### src/tem_pkg.sv
// shared constants, types and codes of the throughput meter
// no dependencies; used by every other file of the block
`default_nettype none
package tem_pkg;
	localparam int DECAY_FRAC_BITS = 16;
	localparam int TIME_W = 40;
	localparam int BYTE_W = 48;
	localparam int DECAY_W = 32;
	localparam int NUM_W = 72;
	localparam int DEN_W = 40;
	localparam int STEP_W = 7;
	localparam int MUL_A_W = 33;
	localparam int MUL_B_W = 32;
	localparam int PROD_W = MUL_A_W + MUL_B_W;
	localparam int SCALED_W = BYTE_W + 18;
	localparam int SERIES_TERMS = 20;
	localparam logic [MUL_B_W-1:0] EXP_M1_Q32 = 32'd1580030169;
	localparam logic [BYTE_W-1:0] RATE_MAX = {BYTE_W{1'b1}};
	localparam logic [DECAY_W-1:0] DECAY_RESET = 32'd3600000;

	// register indexes
	localparam logic REG_SEED = 1'b0;
	localparam logic REG_DECAY = 1'b1;

	// item kinds
	localparam logic ACT_POLL = 1'b0;
	localparam logic ACT_REPORT = 1'b1;

	typedef struct packed {
		logic start;
		logic [STEP_W-1:0] steps;
		logic [NUM_W-1:0] num;
		logic [DEN_W-1:0] den;
	} div_req_t;

	typedef struct packed {
		logic busy;
		logic done;
		logic [NUM_W-1:0] quot;
	} div_rsp_t;
endpackage
`default_nettype wire

### src/tem_mul.sv
// shared registered multiplier, product in the cycle after the operands
// depends on tem_pkg
`default_nettype none
module tem_mul import tem_pkg::*; (
	input wire logic clk,
	input wire logic [MUL_A_W-1:0] a,
	input wire logic [MUL_B_W-1:0] b,
	output logic [PROD_W-1:0] prod
);
	logic [PROD_W-1:0] prod_q;

	// product register
	always_ff @(posedge clk) begin
		prod_q <= PROD_W'(a) * PROD_W'(b);
	end

	assign prod = prod_q;
endmodule
`default_nettype wire
### config.mk
export PLATFORM = sky130hd
export DESIGN_NAME = tem_mul
export DESIGN_NICKNAME = d
export VERILOG_FILES = /design/src/tem_pkg.sv /design/src/tem_mul.sv
export SDC_FILE = /design/constraint.sdc
export NUM_CORES = 2
export LEC_CHECK = 0
export CAP_MARGIN = 10
export CORE_UTILIZATION = 45
export CTS_CLUSTER_DIAMETER = 150
export DETAILED_ROUTE_END_ITERATION = 10
export DONT_BUFFER_PORTS = 1
export GPL_TIMING_DRIVEN = 0
export HOLD_SLACK_MARGIN = 0.12
export PLACE_DENSITY = 0.56
export SLEW_MARGIN = 25
export SYNTH_ARGS = -nofsm -noshare
export SYNTH_HDL_FRONTEND = slang
export SYNTH_SLANG_ARGS = --single-unit
### constraint.sdc
create_clock -name clk -period 9.9 [get_ports clk]
set_input_delay 0.495 -clock clk [delete_from_list [all_inputs] [get_ports clk]]
set_output_delay 0.495 -clock clk [all_outputs]
set_load 0.005 [all_outputs]
==> metrics.cfg <==
[global_routing]
grtUsageTotal_pct=33.4
grt-ovfl-total=0
grt_pass1_wl_um=191000
first_global_vias=28743
grt_max_degree=13
antenna_found_initial=17

[route]
ant_nets=0
drc=0
vias=27024
first_pass_iters=6
wirelength_um=130000
wire_per_inst_um=26.0
vias_per_cell=5.41
drt_iter0_drc=2028

[placement]
dpl.cell_count=4970
dp_hpwl_um=111000
gp_congestion=0.997
place_worst_setup_slack_ns=1.10
port_buffers=0

[final_layout]
drive_above_1_share_pct=1.06
fin_util_pct=47.8
nets=5197
final_cell_mix=930 x inv_1, 926 x fa_1, 632 x nand2_1
largest_register_ffs=65
nFillCells=7844
syn2layout_area_growth_pct=4.66
ff_latch_area_um2=1300
multi_input_area_um2=29900
layout_commonest_cell=inv_1
fin_cells=4999

[sta]
timing.fmax_ghz=0.116
relSlewSlack_pct=19.1
fin_crit_ns=8.62
rsz0062_at_grt=no
setup_viol=0
setup_slack_ns=1.28
tightest_slew_ns=1.21
period_share_pct=87.0
hold_viol_final=0
fin_setup_tns_ns=0
slew_viol_final=0

[setup_path]
critPathKind=in2reg
slowest_delay_ns=0.81
crit_family=adder cells
arrival_ns=8.84
cp_slowest_cell=clkbuf_1
path_common_cell=fa_1
critPathBufInv=4
required_ns=10.12
crit_path_end_kind=flip-flop
start_kind=primary input
path_max_fanout=10
crit_path_cell_trace=clkbuf_1 > nand2_1 > fa_1 > fa_1 > fa_1 > fa_1 > fa_1 > inv_1 > fa_1 > fa_1 > inv_1 > fa_1 > inv_1 > ha_1 > nand2_1 > o21ai_0 > a22oi_1 > nand2_1 > a31oi_1 > o31ai_4 > a41oi_2 > nand2_1 > a311oi_1

[floorplanning]
die_w_um=283
coreArea_um2=77800
dieHeight_um=283
die_area_um2=80100
io-pin-count=131
rows=102
start_util_pct=45.7

[yosys]
syn_inst=3929
yosysWarnings=0
synthFlopType=dfxtp_1
synth_cell_types=67
synth_edf_count=0
synth_area_per_cell_um2=9.05
synth_seq_cells=65
synth_area_um2=35600
synthArstFlopShare_pct=0
ys_seq_area_share_pct=3.66
synth_nets=5185

[clock_network]
ctsHtreeMaxLevel=3
cts_buffers=9
clock-sinks=65
clk_path_buf_depth=2
hold_buffers=0
cts_resized=0
cts_setup_buffers=0
root_buffer=clkbuf_16
clkSlewWorstSetupHoldPaths_ns=0.06
cts_tree=built

[hold_path]
hold_class=in2reg

[outcome]
status=completed

[job]
maxCapViolations=0

## final cells by class
class / instances / area share [%]
multi-input combinational: 2717 / 80.5
inverter: 930 / 9.38
sequential: 65 / 3.50
tap: 1040 / 3.50
buffer: 217 / 2.22
clock buffer: 10 / 0.642
clock inverter: 6 / 0.182
antenna: 13 / 0.0874
timing repair buffer: 1 / 0.0303
## logic make-up after synthesis
| group | count (synthesis) | share of synthesized area, % |
|---|---|---|
| adder cells (fa/ha/maj) | 1190 | 61.4 |
| AO/OA/AOI/OAI | 224 | 4.17 |
| flip-flops | 65 | 3.66 |
| AND/OR/NAND/NOR | 1246 | 17.2 |
| multiplexers | 1 | 0.0317 |
| XOR/XNOR | 56 | 1.38 |
| buffers and inverters | 1147 | 12.1 |
## worst paths after layout
check	start	to	slack (ns)	cells after the start
max	a[16]	prod[61]	1.28	23
min	b[0]	prod[0]	0.29	1
## metal layers
| layer | up-vias | wire length, um | GRT usage, % |
|---|---|---|---|
| met3 | 305 | 10200 | 6.16 |
| li1 | 11406 | - | - |
| met4 | 8 | 9240 | 19.5 |
| met2 | 1108 | 60900 | 54.2 |
| met1 | 14197 | 49800 | 41.7 |
| met5 | - | 56 | 0 |
## synth_stat cells (12+ instances only)
cell / instances / area [um^2]
a21o_1: 26 / 195
a21oi_1: 79 / 395
and2_1: 488 / 3050
clkbuf_1: 213 / 800
dfxtp_1: 65 / 1300
fa_1: 926 / 18500
ha_1: 264 / 3300
inv_1: 930 / 3490
nand2_1: 632 / 2370
nand3_1: 20 / 100
nand4_1: 13 / 81.3
nor2_1: 37 / 139
nor3_1: 12 / 60.1
o21ai_0: 33 / 165
o21bai_1: 18 / 135
xnor2_1: 33 / 289
xor2_1: 23 / 201
## through the flow
step	cell area, um^2	hold WS (ns)
2_1_floorplan	35600	0.622
3_3_place_gp	36900	0.626
3_5_place_dp	36900	0.636
4_1_cts	37200	0.273
5_1_grt	37200	0.276
6_report	37200	0.290
Power is left out: the tool's default activity adds up to more than one toggle a clock period on the data nets, which glitch-free logic cannot reach.
