**config.mk**
```make
export PLATFORM = sky130hd
export DESIGN_NAME = tem_div
export DESIGN_NICKNAME = d
export VERILOG_FILES = /design/src/tem_pkg.sv /design/src/tem_div.sv
export SDC_FILE = /design/constraint.sdc
export NUM_CORES = 1
export LEC_CHECK = 0
export BUFFER_PORTS_ARGS = -buffer_cell sky130_fd_sc_hd__buf_4
export CORE_MARGIN = 2
export CORE_UTILIZATION = 43
export DETAILED_ROUTE_END_ITERATION = 7
export GPL_ROUTABILITY_DRIVEN = 0
export SLEW_MARGIN = 10
export SYNTH_ARGS = -nofsm -noshare
export SYNTH_HDL_FRONTEND = slang
export SYNTH_SLANG_ARGS = --single-unit
export TNS_END_PERCENT = 30
```
**constraint.sdc**
```tcl
create_clock -name clk -period 6.15 [get_ports clk]
set_clock_uncertainty 0.15 [all_clocks]
set_input_delay 0.3075 -clock clk [delete_from_list [all_inputs] [get_ports clk]]
set_output_delay 0.3075 -clock clk [all_outputs]
set_load 0.02 [all_outputs]
```
**src/tem_pkg.sv**
```systemverilog
// shared constants, types and codes of the throughput meter
// no dependencies; used by every other file of the block
`default_nettype none
package tem_pkg;
	localparam int DECAY_FRAC_BITS = 16;
	localparam int TIME_W = 40;
	localparam int BYTE_W = 48;
	localparam int DECAY_W = 32;
	localparam int NUM_W = 72;
	localparam int DEN_W = 40;
	localparam int STEP_W = 7;
	localparam int MUL_A_W = 33;
	localparam int MUL_B_W = 32;
	localparam int PROD_W = MUL_A_W + MUL_B_W;
	localparam int SCALED_W = BYTE_W + 18;
	localparam int SERIES_TERMS = 20;
	localparam logic [MUL_B_W-1:0] EXP_M1_Q32 = 32'd1580030169;
	localparam logic [BYTE_W-1:0] RATE_MAX = {BYTE_W{1'b1}};
	localparam logic [DECAY_W-1:0] DECAY_RESET = 32'd3600000;

	// register indexes
	localparam logic REG_SEED = 1'b0;
	localparam logic REG_DECAY = 1'b1;

	// item kinds
	localparam logic ACT_POLL = 1'b0;
	localparam logic ACT_REPORT = 1'b1;

	typedef struct packed {
		logic start;
		logic [STEP_W-1:0] steps;
		logic [NUM_W-1:0] num;
		logic [DEN_W-1:0] den;
	} div_req_t;

	typedef struct packed {
		logic busy;
		logic done;
		logic [NUM_W-1:0] quot;
	} div_rsp_t;
endpackage
`default_nettype wire

```
**src/tem_div.sv**
```systemverilog
// shared restoring divider, one quotient bit per cycle
// depends on tem_pkg
`default_nettype none
module tem_div import tem_pkg::*; (
	input wire logic clk,
	input wire logic arst_n,
	input wire div_req_t req,
	output div_rsp_t rsp
);
	logic [NUM_W-1:0] num_q;
	logic [DEN_W-1:0] den_q;
	logic [DEN_W-1:0] rem_q;
	logic [NUM_W-1:0] quot_q;
	logic [STEP_W-1:0] cnt_q;
	logic busy_q;
	logic done_q;
	logic [DEN_W:0] rem_sh;
	logic fits;

	// trial subtract of the shifted remainder
	assign rem_sh = {rem_q, num_q[NUM_W-1]};
	assign fits = rem_sh >= {1'b0, den_q};

	always_ff @(posedge clk or negedge arst_n) begin
		if (!arst_n) begin
			busy_q <= 1'b0;
			done_q <= 1'b0;
			cnt_q <= '0;
		end else begin
			done_q <= 1'b0;
			if (req.start) begin
				busy_q <= 1'b1;
				cnt_q <= req.steps;
			end else if (busy_q) begin
				cnt_q <= cnt_q - 1'b1;
				if (cnt_q == STEP_W'(1)) begin
					busy_q <= 1'b0;
					done_q <= 1'b1;
				end
			end
		end
	end

	// datapath, no reset needed
	always_ff @(posedge clk) begin
		if (req.start) begin
			num_q <= req.num;
			den_q <= req.den;
			rem_q <= '0;
			quot_q <= '0;
		end else if (busy_q) begin
			num_q <= {num_q[NUM_W-2:0], 1'b0};
			rem_q <= fits ? DEN_W'(rem_sh - {1'b0, den_q}) : rem_sh[DEN_W-1:0];
			quot_q <= {quot_q[NUM_W-2:0], fits};
		end
	end

	assign rsp.busy = busy_q;
	assign rsp.done = done_q;
	assign rsp.quot = quot_q;
endmodule
`default_nettype wire

```
==> flow_summary.toml, run 1 <==
[placed_design]
place.port_buffers = 195
pre_cts_ws_ns = 2.52
dpl.hpwl_um = 18200

[worst_setup_path]
path_delay_family = "compound AO/OA/AOI/OAI gates"
crit_path_max_incr_delay_ns = 0.54
end_kind = "register"
timing.critical_path.required_ns = 6.44
worstSetupPathType = "reg2reg"
timing.critical_path.fanout_max = 27
critPathArrivalTime_ns = 3.91
crit_path_start_kind = "register"
critical_path.cell_chain = "inv_1 > ha_1 > a21o_1 > a31oi_1 > o221ai_1 > nor3_1 > a2111oi_2 > o21ai_1 > and2_1 > buf_4 > nand2_1 > a311oi_1"
cp.buffers_inverters = 2
crit_slowest_cell = "and2_1"

[clock_tree]
cts_tree = "built"
cts.repair_timing.setup_buffer_count = 0
clockRootBuffer = "clkbuf_16"
clock_tree.buffer_depth = 3
clkSlewWorstSetupHoldPaths_ns = 0.06
cts_buffers = 27
clk_latency_ns = 0.54
ctsHtreeMaxLevel = 1
clock_sinks = 233

[layout]
layout-area-overhead-vs-synth_pct = 33.1
fin_nets = 1512
layout-drive-gt1-share = 0.246

[yosys]
post_synth_most_frequent_cells = "nor2_1, dfxtp_1, edfxtp_1, nand2_1, mux2i_1"
syn_nets = 1231
synth-warning-count = 0
yosys-mux-area-fraction = 0.136
yosys-top-cells-area = "edfxtp_1, dfxtp_1, mux2_2"
ys_async_sr_fraction = 0.0386
yosys.cell_count.top_type = "nor2_1"
proportion_of_netlist_area_held_by_the_largest_area_contributor = 0.296
post_synth_fa_ha_maj_area_fraction = 0.0480
synth_enable_flop_cells = 112
synth-main-ff-cell = "edfxtp_1"
synth_simple_gate_area_frac = 0.114
post_synth_xor_area_fraction = 0.0308
synth.yosys.seq_area_share = 0.513
synth_largest_area_cell = "edfxtp_1"
synth_top_family_by_area = "multiplexers"
post_synth.cell_area_avg_sq_um = 10.7
synth_compound_area_frac = 0.113
synth_seq_cells = 233
mappedNetlistArea_sq_um = 11400
netlist-cell-type-count = 68
syn-instance-count = 1066

[sta]
hold_violations = 0
post-route-min-period_ns = 3.62
fraction_of_the_cycle_the_final_worst_path_needs = 0.589
max_freq_mhz = 276
rsz0062_at_grt = "false"
final_layout_setup_total_negative_slack_ns = 0
finalHoldWorstSlack_ns = 0.0233
postLayoutSetupSlackWorst_ns = 2.53
worstMarginPinSlew_ns = 1.10
finalSetupViolCount = 0
maxSlewViolCount = 0
relSlewSlack = 0.264

[global_routing]
grt_pass1_vias = 8766
grt_first_pass_wirelength_um = 45100
grt_remaining_overflow = 0
grt_util_all_layers = 0.194
antenna_found_initial = 4
pin_count_of_the_biggest_net_entering_global_routing = 106

[routing]
drt_first_iter_violations = 429
postRouteAntennaNets = 0
wirelength_met1_um = 12300
detailed_routing_iteration_count_for_the_pre_antenna_repair_pass = 5
route.top_layer_used = "met5"
wl_per_cell_um = 16.3
wl_met3_um = 1590
routed_wirelength_um = 27800
dr_total_vias = 8721
routed_vias_inst = 5.11
drc = 0
met2_wirelength_um = 13300

[power]
power_leakage_nw = 6.84
power.ir.vdd_worst_mv = 0.250
power_density_relative_to_cell_area_nw_per_um2 = 309

[floorplanning]
placementRows = 59
fp.dieH_um = 167
placeableCoreArea_sq_um = 26000
dieArea_sq_um = 27800
floorplan.initialDensity = 0.438
pin_count = 196
dieWidth_um = 167

[min_path]
hold_path_class = "in2async"

[status]
result_of_the_run = "completed"

[flow_run]
max_cap_violations = 0
[report_power, final]
part,switching [mW],internal (mW)
Sequential,0.0863,1.79
Clock,0.671,0.979
Combinational,0.633,0.518
Total,1.39,3.29
[final timing paths]
kind	slack [ns]	cells past startpoint	endpoint	startpoint
worst max-delay path	2.53	12	rem_q[28]	den_q[10]
worst min-delay path	0.02	2	cnt_q[2]	arst_n
worst max register to register	2.53	12	rem_q[28]	den_q[10]
worst min register to register	0.34	2	rem_q[7]	rem_q[6]
max in group asynchronous	5.67	2	busy_q	arst_n
min in group clk	0.11	2	rem_q[32]	req[119]
[cell families (layout without fill, tap and decap cells)]
logic type,count (synthesis),count (layout)
simple gates,300,300
flops,233,233
compound gates,182,182
mux,146,146
buf+inv,122,424
fa+ha+maj,43,43
xor+xnor,40,40
other cells,0,3
[sequential cells by signal, summed over array words and instances (netlist names)]
signal / cells
busy_q: 1
cnt_q: 7
den_q: 40
done_q: 1
num_q: 72
quot_q: 72
rem_q: 40
[metrics by stage]
| step | utilization | area (sq um) | instances | total power [mW] |
|---|---|---|---|---|
| 2_1_floorplan | - | 11400 | 1066 | 2.72 |
| 3_3_place_gp | 0.500 | 13000 | 1533 | 2.97 |
| 3_5_place_dp | 0.500 | 13000 | 1533 | 2.99 |
| 4_1_cts | 0.582 | 15100 | 1703 | 4.72 |
| 5_1_grt | 0.582 | 15100 | 1706 | 4.93 |
| 6_report | 0.582 | 15100 | 1706 | 4.68 |
[layout by cell type (no fill, tap or decap), types with 7 or more instances in the layout]
cell type	n
xnor2_1	23
clkbuf_16	29
o21ai_1	7
nand3_1	10
dfrtp_1	8
o21ai_0	26
dlygate4sd3_1	120
mux2i_1	74
nand4_1	16
mux2_2	72
buf_4	201
a31oi_1	7
edfxtp_1	112
xor2_1	17
a21oi_1	44
a21o_1	18
ha_1	42
nor3_1	10
dfxtp_1	112
inv_1	51
nand2_1	99
a311oi_1	32
nor2_1	133
[repair_timing]
item	in CTS	in global routing
setup endpoints to repair	0	0
gates resized for setup	0	0
hold endpoints to repair	128	0
hold buffers	120	0
[per-layer routing]
metal | vias to the layer above | track usage
li1 | 4381 | -
met2 | 212 | 0.337
met4 | 2 | 0.0457
met5 | - | 0
met3 | 35 | 0.0428
met1 | 4091 | 0.248
[layout make-up]
cell class | instances | area (sq um)
Antenna cell | 3 | 7.51
Clock buffer | 40 | 823
Clock inverter | 10 | 104
Fill cell | 2214 | 10900
Inverter | 52 | 195
Multi-Input combinational cell | 711 | 5020
Sequential cell | 233 | 5830
Tap cell | 335 | 419
Timing Repair Buffer | 322 | 2720
Note: power is estimated with default switching activity, not from simulation.
==> run 2, diff against run 1 <==
ABC_AREA = 1   (was not set)
PLACE_DENSITY = 0.66   (was not set)
clock period = 3.3 ns   (was 6.15 ns; I/O delays follow)
==> run 2 against run 1 <==
Compared with the run above: maximum frequency rose by 36%; count of clock-buffer cells in the layout fell by 3; combinational power rose by 110%; first-iteration DRC count rose by 63%; wire length rose by 16%; largest power group unchanged; clock power rose by 79%; critical path type unchanged; final area rose by 5.6%; global-route usage rose by 2.2 points; power rose by 89%.
==> flow_summary.toml, run 2 <==
[status]
result_of_the_run = "completed"

[sta]
post-route-min-period_ns = 2.65
final_layout_setup_total_negative_slack_ns = 0
finalSetupViolCount = 0
hold_violations = 0
fraction_of_the_cycle_the_final_worst_path_needs = 0.804
finalHoldWorstSlack_ns = 0.196
postLayoutSetupSlackWorst_ns = 0.646
max_freq_mhz = 377
relSlewSlack = 0.404
maxSlewViolCount = 0
worstMarginPinSlew_ns = 0.892
rsz0062_at_grt = "false"

[yosys]
synth.yosys.seq_area_share = 0.482
post_synth.cell_area_avg_sq_um = 7.66
syn-instance-count = 1579
syn_nets = 1744
yosys-top-cells-area = "edfxtp_1, dfxtp_1, nand2_1"
synth_largest_area_cell = "edfxtp_1"
synth_seq_cells = 233
yosys.cell_count.top_type = "nand2_1"
yosys-mux-area-fraction = 0
synth_top_family_by_area = "simple AND/OR/NAND/NOR gates"
post_synth_fa_ha_maj_area_fraction = 0.0451
post_synth_most_frequent_cells = "nand2_1, inv_1, dfxtp_1, edfxtp_1, nand3_1"
ys_async_sr_fraction = 0.0386
synth_simple_gate_area_frac = 0.284
synth-main-ff-cell = "edfxtp_1"
proportion_of_netlist_area_held_by_the_largest_area_contributor = 0.278
mappedNetlistArea_sq_um = 12100
synth_enable_flop_cells = 112
synth-warning-count = 0
synth_compound_area_frac = 0.0637
netlist-cell-type-count = 37
post_synth_xor_area_fraction = 0.0188

[power]
power_density_relative_to_cell_area_nw_per_um2 = 553
power.sequential.fraction = 0.396
power_leakage_nw = 7.85
comb_power_share = 0.270
total_switching_power_mw = 2.85
switching_share = 0.322
power.ir.vdd_worst_mv = 0.375
cell_internal_power_mw = 5.99
clock_power_share = 0.334

[placed_design]
placed_cells_incl_taps = 2106
place.port_buffers = 195
pre_cts_ws_ns = 0.693
dpl.hpwl_um = 21800

[clock_tree]
clock_tree.buffer_depth = 3
cts.repair.resized = 0
clk_latency_ns = 0.54
ctsHtreeMaxLevel = 1
cts_tree = "built"
cts.repair_timing.setup_buffer_count = 0
cts_buffers = 25
clkSlewWorstSetupHoldPaths_ns = 0.06
clock_sinks = 233
clockRootBuffer = "clkbuf_16"

[worst_setup_path]
critical_path.cell_chain = "inv_1 > ha_1 > nand2_1 > inv_1 > nand2_1 > nand2_1 > nand2_1 > nand3_2 > nand2_1 > nand3_2 > nand2_4 > buf_4 > nand3b_1 > nand3_1 > nand2_1"
timing.critical_path.fanout_max = 39
cpMostUsedCell = "nand2_1"
crit_slowest_cell = "buf_4"
crit_path_start_kind = "register"
end_kind = "register"
crit_path_max_incr_delay_ns = 0.41
worstSetupPathType = "reg2reg"
critPathArrivalTime_ns = 2.94
timing.critical_path.required_ns = 3.59

[layout]
highest_count_cells_in_the_layout_ignoring_fill_and_taps = "nand2_1, inv_1, buf_4"
largest_registers = "num_q x72, quot_q x72"
fin_nets = 2042
layout_commonest_cell = "nand2_1"
layout-area-overhead-vs-synth_pct = 32.1
final-instance-count-excl-fill = 2277
layout-drive-gt1-share = 0.144

[min_path]
hold_path_class = "in2reg"

[global_routing]
grt_first_pass_wirelength_um = 52000
grt_remaining_overflow = 0
grt_pass1_vias = 10727
grt_util_all_layers = 0.217
antenna_found_initial = 3
pin_count_of_the_biggest_net_entering_global_routing = 89

[floorplanning]
fp.dieH_um = 172
placeableCoreArea_sq_um = 27700
placementRows = 61
dieWidth_um = 172
dieArea_sq_um = 29500
floorplan.initialDensity = 0.437
pin_count = 196

[routing]
routed_wirelength_um = 32200
wl_per_cell_um = 14.1
drc = 0
dr_total_vias = 11085
postRouteAntennaNets = 0
detailed_routing_iteration_count_for_the_pre_antenna_repair_pass = 6
drt_first_iter_violations = 699
routed_vias_inst = 4.87

[flow_run]
max_cap_violations = 0
==> run 2: cell count changes after synthesis, moves of 32 or more <==
| cell | delta |
|---|---|
| nor2_1 | -60 |
| a311oi_1 | -32 |
| o22ai_1 | +70 |
| nand3_1 | +92 |
| mux2_2 | -72 |
| mux2i_1 | -74 |
| nand2_1 | +480 |
| inv_1 | +212 |
==> run 2: cells by family after synthesis <==
family                   after synthesis
AND/OR/NAND/NOR                      826
buffers and inverters                323
flip-flops                           233
AO/OA/AOI/OAI                        128
adder cells (fa/ha/maj)               43
XOR/XNOR                              26
==> run 2: critical path: cells and delay by family (launching register included) <==
kind / cells / cell delay (ns)
adder cells (fa/ha/maj): 1 / 0.36
buffers and inverters: 3 / 0.53
flip-flops: 1 / 0.32
AND/OR/NAND/NOR: 11 / 1.17
==> run 2: final timing paths <==
| path | start | end | slack, ns | cells after the start |
|---|---|---|---|---|
| max | den_q[3] | rem_q[2] | 0.65 | 15 |
| min | req[4] | den_q[4] | 0.20 | 2 |
| max reg2reg | den_q[3] | rem_q[2] | 0.65 | 15 |
| min reg2reg | rem_q[2] | rem_q[2] | 0.32 | 2 |
| max in group asynchronous | arst_n | cnt_q[6] | 2.17 | 3 |
| min in group asynchronous | arst_n | cnt_q[0] | 0.53 | 3 |
==> run 2: layer usage <==
metal	part of all wire	global-route usage	up-vias
li1	-	-	5626
met1	0.44	0.280	5087
met2	0.47	0.368	317
met3	0.069	0.0467	55
met4	0.025	0.0560	0
met5	0	0	-
==> run 2: power groups by stage <==
stage | Clock (mW) | Combinational, mW | Sequential [mW]
6_report | 2.95 | 2.38 | 3.50
5_1_grt | 3.13 | 2.71 | 3.53
4_1_cts | 3.01 | 2.37 | 3.50
3_5_place_dp | 0 | 2.24 | 3.56
3_3_place_gp | 0 | 2.22 | 3.55
2_1_floorplan | 0 | 1.70 | 3.52
==> run 2: area by class of cell <==
class,count,area [sq um]
Clock buffer,37,764
Inverter,265,997
Tap cell,378,473
Sequential cell,233,5830
Clock inverter,9,109
Timing Repair Buffer,329,2810
Multi-Input combinational cell,1023,4990
Antenna cell,3,7.51
Fill cell,2571,11700
==> run 2: per-stage QoR <==
stage | utilization | instance area (sq um) | total power [mW]
2_1_floorplan | - | 12100 | 5.22
3_3_place_gp | 0.501 | 13900 | 5.76
3_5_place_dp | 0.501 | 13900 | 5.79
4_1_cts | 0.577 | 16000 | 8.88
5_1_grt | 0.577 | 16000 | 9.37
6_report | 0.577 | 16000 | 8.84
==> run 2: what timing repair did <==
item                                    in CTS  in global routing
hold endpoints to repair                   132                  0
endpoints found under the setup margin       0                  0
hold buffers                               122                  0
